**config.mk**
```make
export PLATFORM = sky130hd
export DESIGN_NAME = qbp_store
export DESIGN_NICKNAME = d
export VERILOG_FILES = /design/src/design/quantizing_bit_packer_assert.svh /design/src/design/qbp_pkg.sv /design/src/design/qbp_store.sv
export SDC_FILE = /design/constraint.sdc
export NUM_CORES = 2
export LEC_CHECK = 0
export BUFFER_PORTS_ARGS = -buffer_cell sky130_fd_sc_hd__clkbuf_2
export CORE_MARGIN = 3
export CORE_UTILIZATION = 28
export CTS_CLUSTER_DIAMETER = 150
export CTS_CLUSTER_SIZE = 16
export DETAILED_ROUTE_END_ITERATION = 8
export SYNTH_ARGS = -nofsm -noshare
export SYNTH_HDL_FRONTEND = slang
export SYNTH_SLANG_ARGS = --single-unit
```
**constraint.sdc**
```tcl
create_clock -name clk_i -period 18.9 [get_ports clk_i]
set_clock_uncertainty 0.15 [all_clocks]
set_input_delay 1.89 -clock clk_i [delete_from_list [all_inputs] [get_ports clk_i]]
set_output_delay 1.89 -clock clk_i [all_outputs]
set_load 0.02 [all_outputs]
```
**src/design/quantizing_bit_packer_assert.svh**
```systemverilog
// quantizing_bit_packer_assert.svh: assertion macros of the quantizing bit packer.
// Expects clk_i and rst_ni in the scope that expands them.
`ifndef QUANTIZING_BIT_PACKER_ASSERT_SVH
`define QUANTIZING_BIT_PACKER_ASSERT_SVH

// Check a property on every rising edge outside reset.
`define QBP_ASSERT(name, prop, msg) \
  name: assert property (@(posedge clk_i) disable iff (!rst_ni) prop) \
    else $error(msg);

// Check that a condition in one cycle leads to another in the next.
`define QBP_ASSERT_NEXT(name, pre, post, msg) \
  `QBP_ASSERT(name, (pre) |=> (post), msg)

`endif

```
**src/design/qbp_pkg.sv**
```systemverilog
// qbp_pkg.sv: constants, codes and types of the quantizing bit packer.
// No dependencies; the interfaces and all modules import it.
`timescale 1ns / 1ps

package qbp_pkg;

  localparam int unsigned STORE_SIZE    = 4096;
  localparam int unsigned FRACTION_BITS = 16;
  localparam int unsigned WORD_W        = 64;
  localparam int unsigned VAL_W         = 64;
  localparam int unsigned QW            = 10;  // widest quantized fraction
  localparam int unsigned REAL_FB       = 8;
  localparam int unsigned PRECISE_FB    = 10;
  localparam int unsigned UNIT_STEP     = 2;   // unit fraction width lost per level
  localparam int unsigned NLEVELS       = 4;

  localparam int unsigned OFF_W       = $clog2(WORD_W);
  localparam int unsigned STORE_WORDS = STORE_SIZE / WORD_W;
  localparam int unsigned ADDR_W      = (STORE_WORDS > 1) ? $clog2(STORE_WORDS) : 1;
  localparam int unsigned POS_W       = $clog2(STORE_SIZE + 1);
  localparam int unsigned FIELD_W     = VAL_W + QW;
  localparam int unsigned WIN_WORDS   = 3;
  localparam int unsigned WIN_W       = WIN_WORDS * WORD_W;
  localparam int unsigned NB_W        = $clog2(FIELD_W + 1);
  localparam int unsigned SPAN_W      = $clog2(WIN_WORDS);
  localparam int unsigned SUM_W       = ((OFF_W > NB_W) ? OFF_W : NB_W) + 1;

  typedef enum logic [3:0] {
    MODE_WR_BOOL    = 4'd0,
    MODE_WR_INT     = 4'd1,
    MODE_WR_UNIT    = 4'd2,
    MODE_WR_REAL    = 4'd3,
    MODE_WR_PRECISE = 4'd4,
    MODE_RD_BOOL    = 4'd5,
    MODE_RD_INT     = 4'd6,
    MODE_RD_UNIT    = 4'd7,
    MODE_RD_REAL    = 4'd8,
    MODE_RD_PRECISE = 4'd9,
    MODE_REWIND_WR  = 4'd10,
    MODE_REWIND_RD  = 4'd11,
    MODE_SEEK       = 4'd12,
    MODE_SKIP       = 4'd13
  } mode_e;

  typedef enum logic [2:0] {
    KIND_BOOL,
    KIND_INT,
    KIND_UNIT,
    KIND_REAL,
    KIND_PRECISE
  } kind_e;

  typedef enum logic [1:0] {
    ST_OK    = 2'd0,
    ST_DIR   = 2'd1,
    ST_RANGE = 2'd2
  } status_e;

  typedef enum logic [1:0] {
    S_IDLE,
    S_PREP,
    S_MEM,
    S_FIN
  } state_e;

  typedef struct packed {
    kind_e      kind;
    logic [1:0] level;
  } codec_req_t;

endpackage

```
**src/design/qbp_store.sv**
```systemverilog
// qbp_store.sv: word-wide bit store, one write and one registered read per cycle.
// Depends on qbp_pkg for depth and widths.
`timescale 1ns / 1ps

module qbp_store
  import qbp_pkg::*;
(
  input  logic              clk_i,
  input  logic              we_i,
  input  logic [ADDR_W-1:0] waddr_i,
  input  logic [WORD_W-1:0] wdata_i,
  input  logic              re_i,
  input  logic [ADDR_W-1:0] raddr_i,
  output logic [WORD_W-1:0] rdata_o
);

  logic [WORD_W-1:0] mem_q [STORE_WORDS];
  logic [WORD_W-1:0] rdata_q;

  always_ff @(posedge clk_i) begin
    if (we_i) begin
      mem_q[waddr_i] <= wdata_i;
    end
  end

  always_ff @(posedge clk_i) begin
    if (re_i) begin
      rdata_q <= mem_q[raddr_i];
    end
  end

  assign rdata_o = rdata_q;

endmodule

```
# == Word-level counts from Yosys, hierarchy flattened ==
# Memory sizes are Yosys's and may differ from the RTL's. A register that Yosys moved wholly into a read port is not among the register bits.
# Index checks and enable logic that the tools add are counted.
# totals
ram_bits,4096
ff_bits,0
n_memories,1
input_bits,79
# memory_table
name,words,word_bits,read_ports,rd_clocked_by_memory_dff,write_ports,line,source
mem_q,64,64,1,1,1,qbp_store.sv:17,logic [WORD_W-1:0] mem_q [STORE_WORDS];
# classes
muxes,2
# op_table
cell,n
two-way mux 1 bit,2

# == Logic depth before layout (Yosys ltp) ==
# depth
word_depth,2
ltp_mapped,9
depth_no_buf,5

# == Worst setup path after synthesis ==
# Ideal clock, no wire load.
# synth_timing
path_kind,input to register
from,in waddr_i[3]
to,"mem mem_q[48][0], enable pin"
t_arrival_ns,6.762
path_stages,4
setup_time_ns,0.564
path_buffers,1
slack_ns,11.424
cell_sequence,clkbuf_1 > nor2b_1 > nand4b_1 > nor3_1
# synth_rtl
element,line,source
from (decl),qbp_store.sv:10,"input logic [ADDR_W-1:0] waddr_i,"
to (decl),qbp_store.sv:17,
# No word-level cell before the write port.

==> results.yml <==
final_layout:
  area_growth_pct: 11.86
  layout.cells.non_filler: 14377
  layout.nets: 6956
  final_cell_area_um2: 175600
  final_core_util_pct: 31.48
  drive_above_1_share_pct: 26.18
  fillers: 52304
floorplanning:
  die_area_um2: 569700
  fp.dieH_um: 754.8
  fp.dieW_um: 754.8
  start_util_pct: 28.15
  ios: 143
  core_um2: 557800
  rows: 274
yosys:
  syn_area_um2: 157000
  ys.flop_type: "edfxtp_1"
  seq_area_frac_synth_pct: 79.57
  synth_edf_count: 4160
  synthArstFlopShare_pct: 0
  yosysWarnings: 0
  postSynthAreaPerCell_um2: 23.79
  synth_nets: 6677
  yosysUniqueCellTypes: 32
  synthCells: 6598
  synth_seq_cells: 4160
place:
  io_buffers: 142
  dpl.cell_count: 14028
  placed_area_um2: 167500
  post-dp-hpwl_mm: 244.9
  routabilityCongestion: 0.7637
timing:
  max_freq_mhz: 166.5
  tns_ns: 0
  finalMaxSlewViolations: 0
  rsz0062_at_grt: "false"
  setup_violations: 0
  finalWorstPathRequiredPeriod_ns: 6.005
  finalHoldViolCount: 0
  slew_headroom_pct: 9.610
  min_period_over_period_pct: 31.77
  finalHoldWorstSlack_ns: 0.7566
  worstMarginPinSlew_ns: 1.353
route:
  viasPerCell: 5.196
  ant_nets: 0
  drt_iter0_drc: 10599
  num_vias: 74699
  firstDrtPassIters: 5
  drc_errors: 0
  drt-wirelength-per-cell_um: 31.14
  drt-total-wl_mm: 447.7
global_routing:
  antenna_found_initial: 61
  grt_max_degree: 108
  overflow: 0
  grt_pass1_vias: 74901
  grt.total_usage_pct: 15.25
  grt_pass1_wl_mm: 616.8
clock_network:
  tritoncts: "yes"
  htree_levels: 5
  postCtsHoldBufs: 0
  cts_buffers: 299
  ctsRootBufferMaster: "clkbuf_16"
  cts_buffer_depth: 4
  cts.sinks: 4160
  clk_pin_slew_ns: 0.07
  cts_setup_buffers: 0
  clock_latency_ns: 0.94
  ctsResizeCount: 0
worst_setup_path:
  worstPathRequired_ns: 19.40
  rr_startpoint: "mem_q[13][50]"
  slowest_stage: "buf_4"
  startpoint_type: "primary input"
  cp.arrival_ns: 6.50
  crit_path_max_fanout: 91
  crit_path_frequent_cell: "buf_4"
  crit_family: "buffers and inverters"
  cpPeakStageDelay_ns: 0.88
  worstSetupEndpointType: "flip-flop"
  path_class: "primary input to flip-flop"
  path_buf_inv: 4
  path_cells: "buf_12, buf_4, buf_4, buf_4, mux4_2, mux2i_1, nand2_1, a41oi_1, a211oi_1"
  cp-startpoint: "raddr_i[0]"
pwr:
  leakagePower_nw: 52.34
  vdd_ir_drop_max_uv: 69.50
  power_density_nw_per_um2: 97.26
run:
  maxCapViolCount: 0
min_path:
  min_from: "mem_q[47][0]"
  hp-class: "flip-flop to flip-flop"
run_status:
  status: "finished clean"
stage by stage:
step | worst slack [ns] | power (mW)
finish | 12.89 | 17.08
global route | 12.43 | 17.58
CTS | 12.80 | 17.22
detailed placement | 11.76 | 11.35
global placement | 11.81 | 11.32
floorplan | 11.42 | 10.94
state kept, by name, indices dropped and copies added, names as in the netlist:
signal and flops:
mem_q 4096, rdata_o 64
layout make-up:
| class | count | area (um^2) | area share (%) |
|---|---|---|---|
| Antenna cell | 20 | 50.05 | 0.02850 |
| Clock buffer | 306 | 7657 | 4.361 |
| Clock inverter | 23 | 414.1 | 0.2358 |
| Inverter | 19 | 71.32 | 0.04061 |
| Multi-Input combinational cell | 2049 | 30780 | 17.53 |
| Sequential cell | 4160 | 124900 | 71.14 |
| Tap cell | 7452 | 9324 | 5.310 |
| Timing Repair Buffer | 348 | 2386 | 1.359 |
placed cells by master, fill, tap and decap left out, types with 47 or more instances in the layout:
cell and n:
edfxtp_1 4160, mux4_2 1024, clkbuf_16 306, buf_4 199, a22oi_1 168, clkbuf_2 138
mux2i_1 135, a22o_1 88, o22ai_1 83, nor2_4 65, and3_1 64, a211oi_1 63
nand2_1 55, nor2_1 47
layer usage:
metal,part of all wire [%],track usage (%)
met2,48,24.83
met3,9.6,2.925
met5,0.027,0
met1,39,20.80
met4,3.3,4.543
logic make-up (layout without fill, tap and decap cells):
kind of cell	Yosys count	count (layout)	synth area share (%)
DFF	4160	4160	79.57
muxes	1159	1159	15.55
AOI/OAI and AO/OA	504	504	2.467
buffers and inverters	389	696	1.176
and+or+nand+nor	386	386	1.235
other	0	20	0
tightest hold or removal path, cell delays in order (launching register included):
cell and delay [ns]:
edfxtp_1 0.32, mux4_2 0.23, a22oi_1 0.06, nand3_1 0.07
and3_1 0.15
final timing paths:
path	end	slack, ns	cells past startpoint
max	rdata_o[21]	12.89	9
min	rdata_o[0]	0.76	4
max reg2reg	rdata_o[50]	16.53	5
min reg2reg	rdata_o[0]	0.76	4
cell usage after synthesis (34+ instances only):
master	n	share of area, %
and3_1	64	0.26
o221ai_1	38	0.21
a22o_1	88	0.49
buf_2	170	0.54
clkbuf_1	140	0.33
a211oi_1	63	0.30
mux2i_1	135	0.86
o22ai_1	83	0.33
a22oi_1	168	0.80
nor2_1	112	0.27
edfxtp_1	4160	80
buf_4	34	0.16
nand2_1	58	0.14
nand3_1	45	0.14
mux4_2	1024	15
report_power, final:
| part | internal (mW) | switching [mW] | leakage [nW] |
|---|---|---|---|
| sequential | 10.2 | 0.0381 | 37.5 |
| combinational | 0.307 | 0.549 | 10.9 |
| clock | 2.92 | 3.04 | 3.95 |
(Power assumes the default switching activity.)
