`src/design/quantizing_bit_packer_assert.svh`:
```
// quantizing_bit_packer_assert.svh: assertion macros of the quantizing bit packer.
// Expects clk_i and rst_ni in the scope that expands them.
`ifndef QUANTIZING_BIT_PACKER_ASSERT_SVH
`define QUANTIZING_BIT_PACKER_ASSERT_SVH

// Check a property on every rising edge outside reset.
`define QBP_ASSERT(name, prop, msg) \
  name: assert property (@(posedge clk_i) disable iff (!rst_ni) prop) \
    else $error(msg);

// Check that a condition in one cycle leads to another in the next.
`define QBP_ASSERT_NEXT(name, pre, post, msg) \
  `QBP_ASSERT(name, (pre) |=> (post), msg)

`endif

```
`src/design/qbp_pkg.sv`:
```
// qbp_pkg.sv: constants, codes and types of the quantizing bit packer.
// No dependencies; the interfaces and all modules import it.
`timescale 1ns / 1ps

package qbp_pkg;

  localparam int unsigned STORE_SIZE    = 4096;
  localparam int unsigned FRACTION_BITS = 16;
  localparam int unsigned WORD_W        = 64;
  localparam int unsigned VAL_W         = 64;
  localparam int unsigned QW            = 10;  // widest quantized fraction
  localparam int unsigned REAL_FB       = 8;
  localparam int unsigned PRECISE_FB    = 10;
  localparam int unsigned UNIT_STEP     = 2;   // unit fraction width lost per level
  localparam int unsigned NLEVELS       = 4;

  localparam int unsigned OFF_W       = $clog2(WORD_W);
  localparam int unsigned STORE_WORDS = STORE_SIZE / WORD_W;
  localparam int unsigned ADDR_W      = (STORE_WORDS > 1) ? $clog2(STORE_WORDS) : 1;
  localparam int unsigned POS_W       = $clog2(STORE_SIZE + 1);
  localparam int unsigned FIELD_W     = VAL_W + QW;
  localparam int unsigned WIN_WORDS   = 3;
  localparam int unsigned WIN_W       = WIN_WORDS * WORD_W;
  localparam int unsigned NB_W        = $clog2(FIELD_W + 1);
  localparam int unsigned SPAN_W      = $clog2(WIN_WORDS);
  localparam int unsigned SUM_W       = ((OFF_W > NB_W) ? OFF_W : NB_W) + 1;

  typedef enum logic [3:0] {
    MODE_WR_BOOL    = 4'd0,
    MODE_WR_INT     = 4'd1,
    MODE_WR_UNIT    = 4'd2,
    MODE_WR_REAL    = 4'd3,
    MODE_WR_PRECISE = 4'd4,
    MODE_RD_BOOL    = 4'd5,
    MODE_RD_INT     = 4'd6,
    MODE_RD_UNIT    = 4'd7,
    MODE_RD_REAL    = 4'd8,
    MODE_RD_PRECISE = 4'd9,
    MODE_REWIND_WR  = 4'd10,
    MODE_REWIND_RD  = 4'd11,
    MODE_SEEK       = 4'd12,
    MODE_SKIP       = 4'd13
  } mode_e;

  typedef enum logic [2:0] {
    KIND_BOOL,
    KIND_INT,
    KIND_UNIT,
    KIND_REAL,
    KIND_PRECISE
  } kind_e;

  typedef enum logic [1:0] {
    ST_OK    = 2'd0,
    ST_DIR   = 2'd1,
    ST_RANGE = 2'd2
  } status_e;

  typedef enum logic [1:0] {
    S_IDLE,
    S_PREP,
    S_MEM,
    S_FIN
  } state_e;

  typedef struct packed {
    kind_e      kind;
    logic [1:0] level;
  } codec_req_t;

endpackage

```
`src/design/qbp_codec.sv`:
```
// qbp_codec.sv: field encoder (saturate, quantize) and decoder (sign-extend, dequantize).
// Depends on qbp_pkg for widths, kinds and the request struct.
`timescale 1ns / 1ps

module qbp_codec
  import qbp_pkg::*;
(
  input  codec_req_t         req_i,
  input  logic [VAL_W-1:0]   value_i,
  input  logic [FIELD_W-1:0] rd_field_i,
  output logic [NB_W-1:0]    nbits_o,
  output logic [FIELD_W-1:0] wr_field_o,
  output logic [VAL_W-1:0]   wr_value_o,
  output logic [VAL_W-1:0]   rd_value_o
);

  // Clamp to the signed range of n bits, keep the low n bits.
  function automatic logic [VAL_W-1:0] sat_to(input logic [VAL_W-1:0] v,
                                              input int unsigned n);
    logic signed [VAL_W-1:0] sv;
    logic signed [VAL_W-1:0] lim_hi;
    logic signed [VAL_W-1:0] lim_lo;
    if (n >= VAL_W) return v;
    sv     = signed'(v);
    lim_hi = (VAL_W'(1) <<< (n - 1)) - VAL_W'(1);
    lim_lo = -(VAL_W'(1) <<< (n - 1));
    if (sv > lim_hi) sv = lim_hi;
    else if (sv < lim_lo) sv = lim_lo;
    return VAL_W'(sv) & ((VAL_W'(1) << n) - VAL_W'(1));
  endfunction

  function automatic logic [VAL_W-1:0] sext_from(input logic [VAL_W-1:0] raw,
                                                 input int unsigned n);
    logic [VAL_W-1:0] mask;
    logic [VAL_W-1:0] r;
    if (n >= VAL_W) return raw;
    mask = (VAL_W'(1) << n) - VAL_W'(1);
    r    = raw & mask;
    if (r[n-1]) r = r | ~mask;
    return r;
  endfunction

  // floor(v * (2^b - 1) / 2^F), clamped to 0 .. 2^b - 1.
  function automatic logic [QW-1:0] quantize(input logic [VAL_W-1:0] u,
                                             input int unsigned b);
    logic [FRACTION_BITS+QW-1:0] t;
    logic [QW-1:0]               m;
    m = QW'((32'd1 << b) - 32'd1);
    t = (FRACTION_BITS+QW)'(u[FRACTION_BITS-1:0]) << b;
    t = t - (FRACTION_BITS+QW)'(u[FRACTION_BITS-1:0]);
    if (u[VAL_W-1]) return '0;
    if (u >= (VAL_W'(1) << FRACTION_BITS)) return m;
    return QW'(t >> FRACTION_BITS);
  endfunction

  // q / (2^b - 1) in Q.F rounded half up: the quotient is q repeated in
  // base 2^b, so take F fraction bits of the repetition and one rounding bit.
  function automatic logic [FRACTION_BITS:0] dequant(input logic [QW-1:0] q,
                                                     input int unsigned b);
    logic [FRACTION_BITS:0] r;
    int unsigned            k;
    k = b - 1;
    r = '0;
    for (int j = FRACTION_BITS; j >= 0; j--) begin
      r[j] = q[k];
      if (k == 0) k = b - 1;
      else k = k - 1;
    end
    return (FRACTION_BITS+1)'(r[FRACTION_BITS:1]) + (FRACTION_BITS+1)'(r[0]);
  endfunction

  logic [VAL_W-1:0]   floor_v;
  logic [QW-1:0]      rq_real;
  logic [QW-1:0]      rq_prec;
  logic [VAL_W-1:0]   dq_real;
  logic [VAL_W-1:0]   dq_prec;
  logic [VAL_W-1:0]   int_raw  [NLEVELS];
  logic [VAL_W-1:0]   int_ext  [NLEVELS];
  logic [VAL_W-1:0]   flr_raw  [NLEVELS];
  logic [VAL_W-1:0]   flr_ext  [NLEVELS];
  logic [QW-1:0]      unit_q   [NLEVELS];
  logic [VAL_W-1:0]   unit_dec [NLEVELS];
  logic [FIELD_W-1:0] real_fld [NLEVELS];
  logic [FIELD_W-1:0] prec_fld [NLEVELS];
  logic [VAL_W-1:0]   rd_int   [NLEVELS];
  logic [VAL_W-1:0]   rd_unit  [NLEVELS];
  logic [QW-1:0]      rd_fq    [NLEVELS];
  logic [VAL_W-1:0]   rd_real  [NLEVELS];
  logic [VAL_W-1:0]   rd_prec  [NLEVELS];

  // Build every level in parallel, then pick by level.
  always_comb begin
    floor_v = VAL_W'(signed'(value_i) >>> FRACTION_BITS);
    rq_real = quantize(VAL_W'(value_i[FRACTION_BITS-1:0]), REAL_FB);
    rq_prec = quantize(VAL_W'(value_i[FRACTION_BITS-1:0]), PRECISE_FB);
    dq_real = VAL_W'(dequant(rq_real, REAL_FB));
    dq_prec = VAL_W'(dequant(rq_prec, PRECISE_FB));
    for (int l = 0; l < NLEVELS; l++) begin
      int_raw[l]  = sat_to(value_i, VAL_W >> l);
      int_ext[l]  = sext_from(int_raw[l], VAL_W >> l);
      flr_raw[l]  = sat_to(floor_v, VAL_W >> l);
      flr_ext[l]  = sext_from(flr_raw[l], VAL_W >> l) << FRACTION_BITS;
      unit_q[l]   = quantize(value_i, QW - UNIT_STEP * l);
      unit_dec[l] = VAL_W'(dequant(unit_q[l], QW - UNIT_STEP * l));
      real_fld[l] = FIELD_W'(flr_raw[l]) | (FIELD_W'(rq_real) << (VAL_W >> l));
      prec_fld[l] = FIELD_W'(flr_raw[l]) | (FIELD_W'(rq_prec) << (VAL_W >> l));
      rd_int[l]   = sext_from(rd_field_i[VAL_W-1:0], VAL_W >> l);
      rd_unit[l]  = VAL_W'(dequant(rd_field_i[QW-1:0], QW - UNIT_STEP * l));
      rd_fq[l]    = QW'(rd_field_i >> (VAL_W >> l));
      rd_real[l]  = (rd_int[l] << FRACTION_BITS) + VAL_W'(dequant(rd_fq[l], REAL_FB));
      rd_prec[l]  = (rd_int[l] << FRACTION_BITS) + VAL_W'(dequant(rd_fq[l], PRECISE_FB));
    end
  end

  always_comb begin
    case (req_i.kind)
      KIND_BOOL: begin
        nbits_o    = NB_W'(1);
        wr_field_o = FIELD_W'(value_i != '0);
        wr_value_o = VAL_W'(value_i != '0);
        rd_value_o = VAL_W'(rd_field_i[0]);
      end
      KIND_INT: begin
        nbits_o    = NB_W'(VAL_W >> req_i.level);
        wr_field_o = FIELD_W'(int_raw[req_i.level]);
        wr_value_o = int_ext[req_i.level];
        rd_value_o = rd_int[req_i.level];
      end
      KIND_UNIT: begin
        nbits_o    = NB_W'(QW - UNIT_STEP * req_i.level);
        wr_field_o = FIELD_W'(unit_q[req_i.level]);
        wr_value_o = unit_dec[req_i.level];
        rd_value_o = rd_unit[req_i.level];
      end
      KIND_REAL: begin
        nbits_o    = NB_W'((VAL_W >> req_i.level) + REAL_FB);
        wr_field_o = real_fld[req_i.level];
        wr_value_o = flr_ext[req_i.level] + dq_real;
        rd_value_o = rd_real[req_i.level];
      end
      KIND_PRECISE: begin
        nbits_o    = NB_W'((VAL_W >> req_i.level) + PRECISE_FB);
        wr_field_o = prec_fld[req_i.level];
        wr_value_o = flr_ext[req_i.level] + dq_prec;
        rd_value_o = rd_prec[req_i.level];
      end
      default: begin
        nbits_o    = '0;
        wr_field_o = '0;
        wr_value_o = '0;
        rd_value_o = '0;
      end
    endcase
  end

endmodule

```
`config.mk`:
```
export PLATFORM = sky130hd
export DESIGN_NAME = qbp_codec
export DESIGN_NICKNAME = d
export VERILOG_FILES = /design/src/design/quantizing_bit_packer_assert.svh /design/src/design/qbp_pkg.sv /design/src/design/qbp_codec.sv
export SDC_FILE = /design/constraint.sdc
export NUM_CORES = 1
export LEC_CHECK = 0
export ABC_AREA = 1
export BUFFER_PORTS_ARGS = -buffer_cell sky130_fd_sc_hd__buf_2
export CELL_PAD_IN_SITES_DETAIL_PLACEMENT = 1
export CELL_PAD_IN_SITES_GLOBAL_PLACEMENT = 2
export CORE_MARGIN = 8
export CORE_UTILIZATION = 31
export DETAILED_ROUTE_END_ITERATION = 10
export GPL_TIMING_DRIVEN = 0
export PLACE_DENSITY = 0.9
export SLEW_MARGIN = 20
export SYNTH_ARGS = -nofsm -noshare
export SYNTH_HDL_FRONTEND = slang
export SYNTH_SLANG_ARGS = --single-unit
```
`constraint.sdc`:
```
create_clock -name vclk -period 5.2
set_input_delay 0.26 -clock vclk [all_inputs]
set_output_delay 0.26 -clock vclk [all_outputs]
set_load 0.01 [all_outputs]
```
* After elaboration in Yosys (flattened, before gate mapping) *
Index checks and enable logic that the tools add are counted.

word-level totals
  register bits after elaboration = 0
  word-level logic and storage cells = 139

cells by class
  $add $sub $neg = 35
  magnitude comparators = 14
  eq/ne operators = 4
  shift operators = 1
  multiplexer cells = 74
  bitwise operators = 9
  reductions and logical operators = 2

operators by type and width
  cell                  number
  $mux 64               22
  $bmux 64 s2           8
  $add 64x17->64        10
  $pmux 64 s5           2
  $pmux 74 s5           1
  $add 16x1->17         18
  $bmux 74 s2           2
  $mux 74               4
  $mux 10               15
  $or 64x74->74         2
  $mux 48               3
  $mux 32               4
  $or 32x42->42         2
  $ge 64x17->1 const B  1
  $gt 64x16->1 const B  1
  $gt 64x32->1 const B  1
  $gt 64x8->1 const B   1
  $lt 64x16->1 const B  1
  $lt 64x32->1 const B  1
  $lt 64x8->1 const B   1
  $mux 16               4
  $reduce_bool 64->1    1
  $or 16x26->26         2
  $gt 48x16->1 const B  1
  other kinds (23)      31

* Logic depth before layout (Yosys ltp) *
  word-level depth = 10
  depth in mapped cells = 26

* Worst setup path after synthesis *
No wires, ideal clock.

  path kind = input to output
  from = input value_i[15]
  to = output wr_value_o[44]
  data arrival time = 3.294 ns
  required time = 4.940 ns
  slack = 1.646 ns
  cell stages on the path = 25
  buffers on the path = 1
  path through = clkbuf_1 > inv_1 > ha_1 > inv_1 > nor2_1 > nand2_1 > nor2_1 > nand3_1 > nand4_1 > nand2_2 > inv_1 > ha_1 > ha_1 > nand3_1 > nor2_2 > nand2_1 > clkinv_1 > nand3_1 > nor2_2 > inv_2 > nor2_4 > nand2_1 > nand2_1 > nand3_1 > nand3_1

on the way
  longest elaborated chain between the ends = 8
  elaborated cells between the ends (all ways) = 25
  those cells by class = add/sub: 6; order compare: 6; mux: 13

RTL lines
  what                                                                    line              source
  start, declared                                                         qbp_codec.sv:9    input logic [VAL_W-1:0] value_i,
  parallel branches: the longest is 7 deep, another holds $add 64x17->64  n/a
  $pmux 64 s5 *                                                           qbp_codec.sv:116  case (req_i.kind)
  end, declared                                                           qbp_codec.sv:13   output logic [VAL_W-1:0] wr_value_o,

Every way passes the cells marked *. The select of a mux whose other input is x is not followed.

* Worst setup path after layout *
  from = input req_i[0] (netlist name)
  to = output rd_value_o[9]

on the way
  longest elaborated chain between the ends = 5
  elaborated cells between the ends (all ways) = 14
  those cells by class = mux: 13; bitwise: 1

RTL lines
  what                                             line              source
  start, declared                                  qbp_codec.sv:8    input codec_req_t req_i,
  $not 2->3 (implied by the code) *                n/a
  $bmux 64 s2, on equally long branches            n/a
  $mux 64, on equally long branches (2 in series)  n/a
  $pmux 64 s5 *                                    qbp_codec.sv:116
  end, declared                                    qbp_codec.sv:14   output logic [VAL_W-1:0] rd_value_o

Mark *: on every way between the ends. The rest lies on a longest branch, timed or not. The select of a mux whose other input is x is not followed.

==> results.md <==
- Status: finished with violations
- Violated checks: setup timing
- CP endpoint kind: primary output
- HP Class: in2out
- Met2 Use GR: 72.51%
- Core area: approximately 0.067 mm2
- # clk buffers: 0
- Post-synthesis cell count: 4271
- Max-slew violations: 0
- Fill count: 9840
- Max transition margin: 10.74%
- Met3 usage in global routing: between 10% and 20%
- Most frequent cells in the layout: nand2_1, nor2_1, nand3_1, inv_1, buf_2
- Grt total ovfl: 0
- Via count: 35960
- Critical Path AT: between 5000 and 6000 ps
- Area Growth Syn to Fin: 14.30%
- Io pins: 352
- Input/output buffers: 338
- Worst Path Required: around 4900 ps
- CP max FO: 10
- Avg Vias per Cell: roughly 6.5
- Final Cycle Share: 104.6%
- Cell area after synthesis: 0.02095 mm2
- DR WL/cell: between 30 and 40 um
- First-pass GRT wire length: 261.9 mm
- Final setup vio count: 8
- Syn_area_per_cell: 4.905 um2
- Worst Tran Pin Value: approximately 1300 ps
- Number of global-route vias before repair: 34600
- Most used routing layer: met2
- CTS Hold Bufs: 0
- Flip-flop and latch count: 0
- Leakage power total: 10.88 nW
- Min cycle time layout: 5439 ps
- Initial DRC count: 4764
- DR DRC count: 0
- Register area share after synthesis: 0%
- Crit path top cell by count: buf_2
- Final hold violation count: 0
- Die X: about 280 um
- Layout cells sized above 1: between 10 and 15%
- Post-route ant nets: 0
- Initial Utilization: 31.25%
- Unrepaired setup endpoints after global routing: true
- Peak supply drop: 0.05869 mV
- Die footprint: 0.07616 mm2
- GPL Wtd Cong: 1.126
- Yosys warns: 0
- Final Worst Setup Slack: -238.5 ps
- Syn_nets: 4510
- First-pass detailed-route iteration total: 5
- Max stage delay on crit path: 940 ps
- CP Class: in2out
- Die height: 276.0 um
- Startpoint types: input pin
- Crit path cell chain: buf_4 > buf_2 > buf_2 > buf_2 > buf_2 > clkbuf_1 > nand2_1 > o221ai_1 > o211ai_1 > o311ai_0 > buf_2
- Commonest non-fill, non-tap cell in the layout: nand2_1
- Detail Placement HPWL: 154.3 mm
- Tot Pwr: 2.359 mW
- WL final: 192.3 mm
- F_max: 183.9 MHz
- Initial antenna violation count: 20
- Total GRT Usage: about 48%
- Met1 Use GR: approximately 56%
- Core Rows: 95
- Nets: 4858
- Hold Path Depth: 4
- Number of max-cap violations: 0
- Buf+Inv Stages, Crit Path: 7
- DP Worst Slack: -179.6 ps
- CP max-delay cell: clkbuf_1
- Storage element area: 0 um2
- CP delay by family, top: buffers and inverters
- Worst path depth: 11
- Pwr dens: 98.49 mW/mm2
- Synth cell types: 62
- Largest net degree at the start of global routing: 23
[through the flow]
step,utilization (%),setup TNS (ps),cells,instance area (um2),hold slack (ps)
floorplan,-,0,4271,20950,574.9
global placement,35.40,-4098,5482,23730,854.7
detailed placement,35.56,-2020,5486,23840,860.1
CTS,35.61,0,5489,23870,862.1
global route,35.71,-15.99,5494,23940,870.5
finish,35.72,-1027,5496,23950,865.9
[layer usage]
metal / vias up / wire length (um)
li1: 15180 / -
met1: 16990 / 69000
met2: 2829 / 79140
met3: 945 / 23920
met4: 22 / 20050
met5: - / 144
[power breakdown]
part | switching [mW] | internal [mW] | total [mW] | leakage, nW
clock network | 0 | 0.0000000546 | 0.0000000546 | 0.0000409
registers | 0 | 0 | 0 | 0
logic | 1.80 | 0.555 | 2.36 | 10.9
[worst paths after layout]
path                      startpoint        endpoint
worst max-delay path        req_i[0]   rd_value_o[9]
worst min-delay path  rd_field_i[56]  rd_value_o[56]
[repair_timing]
item / 4_1_cts / 5_1_grt
gates resized for setup: 5 / 11
endpoints found under the hold margin: 0 / 0
setup buffers: 3 / 2
endpoints found under the setup margin: 18 / 28
[cells by family after synthesis]
group	after synthesis	synth area share [%]
adders and majority gates	96	5.733
AOI/OAI and AO/OA	960	26.19
and+or+nand+nor	2473	53.05
buffers and inverters	690	12.85
xor gates and xnor gates	52	2.174
[layout make-up]
type / instances / area [um2] / share of cell area (%)
buffer: 189 / 863.3 / 3.605
tap: 873 / 1092 / 4.561
inverter: 500 / 1887 / 7.879
multi-input combinational: 3581 / 18310 / 76.44
antenna: 6 / 15.01 / 0.06270
timing repair buffer: 347 / 1784 / 7.451
[synthesized netlist by cell type (all sizes together) (21+ instances only)]
cell / count / area (um2)
nand4: 99 / 619.3
nand2: 1097 / 4218
nor4: 21 / 131.4
nor3: 104 / 555.5
buf: 82 / 407.9
nor2: 632 / 2786
o211ai: 31 / 232.7
clkbuf: 108 / 407.9
a31oi: 30 / 187.7
inv: 484 / 1817
xor2: 45 / 394.1
o22ai: 26 / 162.7
o21ai: 412 / 2062
ha: 96 / 1201
nand3: 501 / 2668
o31ai: 28 / 210.2
a21oi: 307 / 1559
o2111ai: 34 / 297.8
No activity file was read; power rests on OpenSTA's default activity.
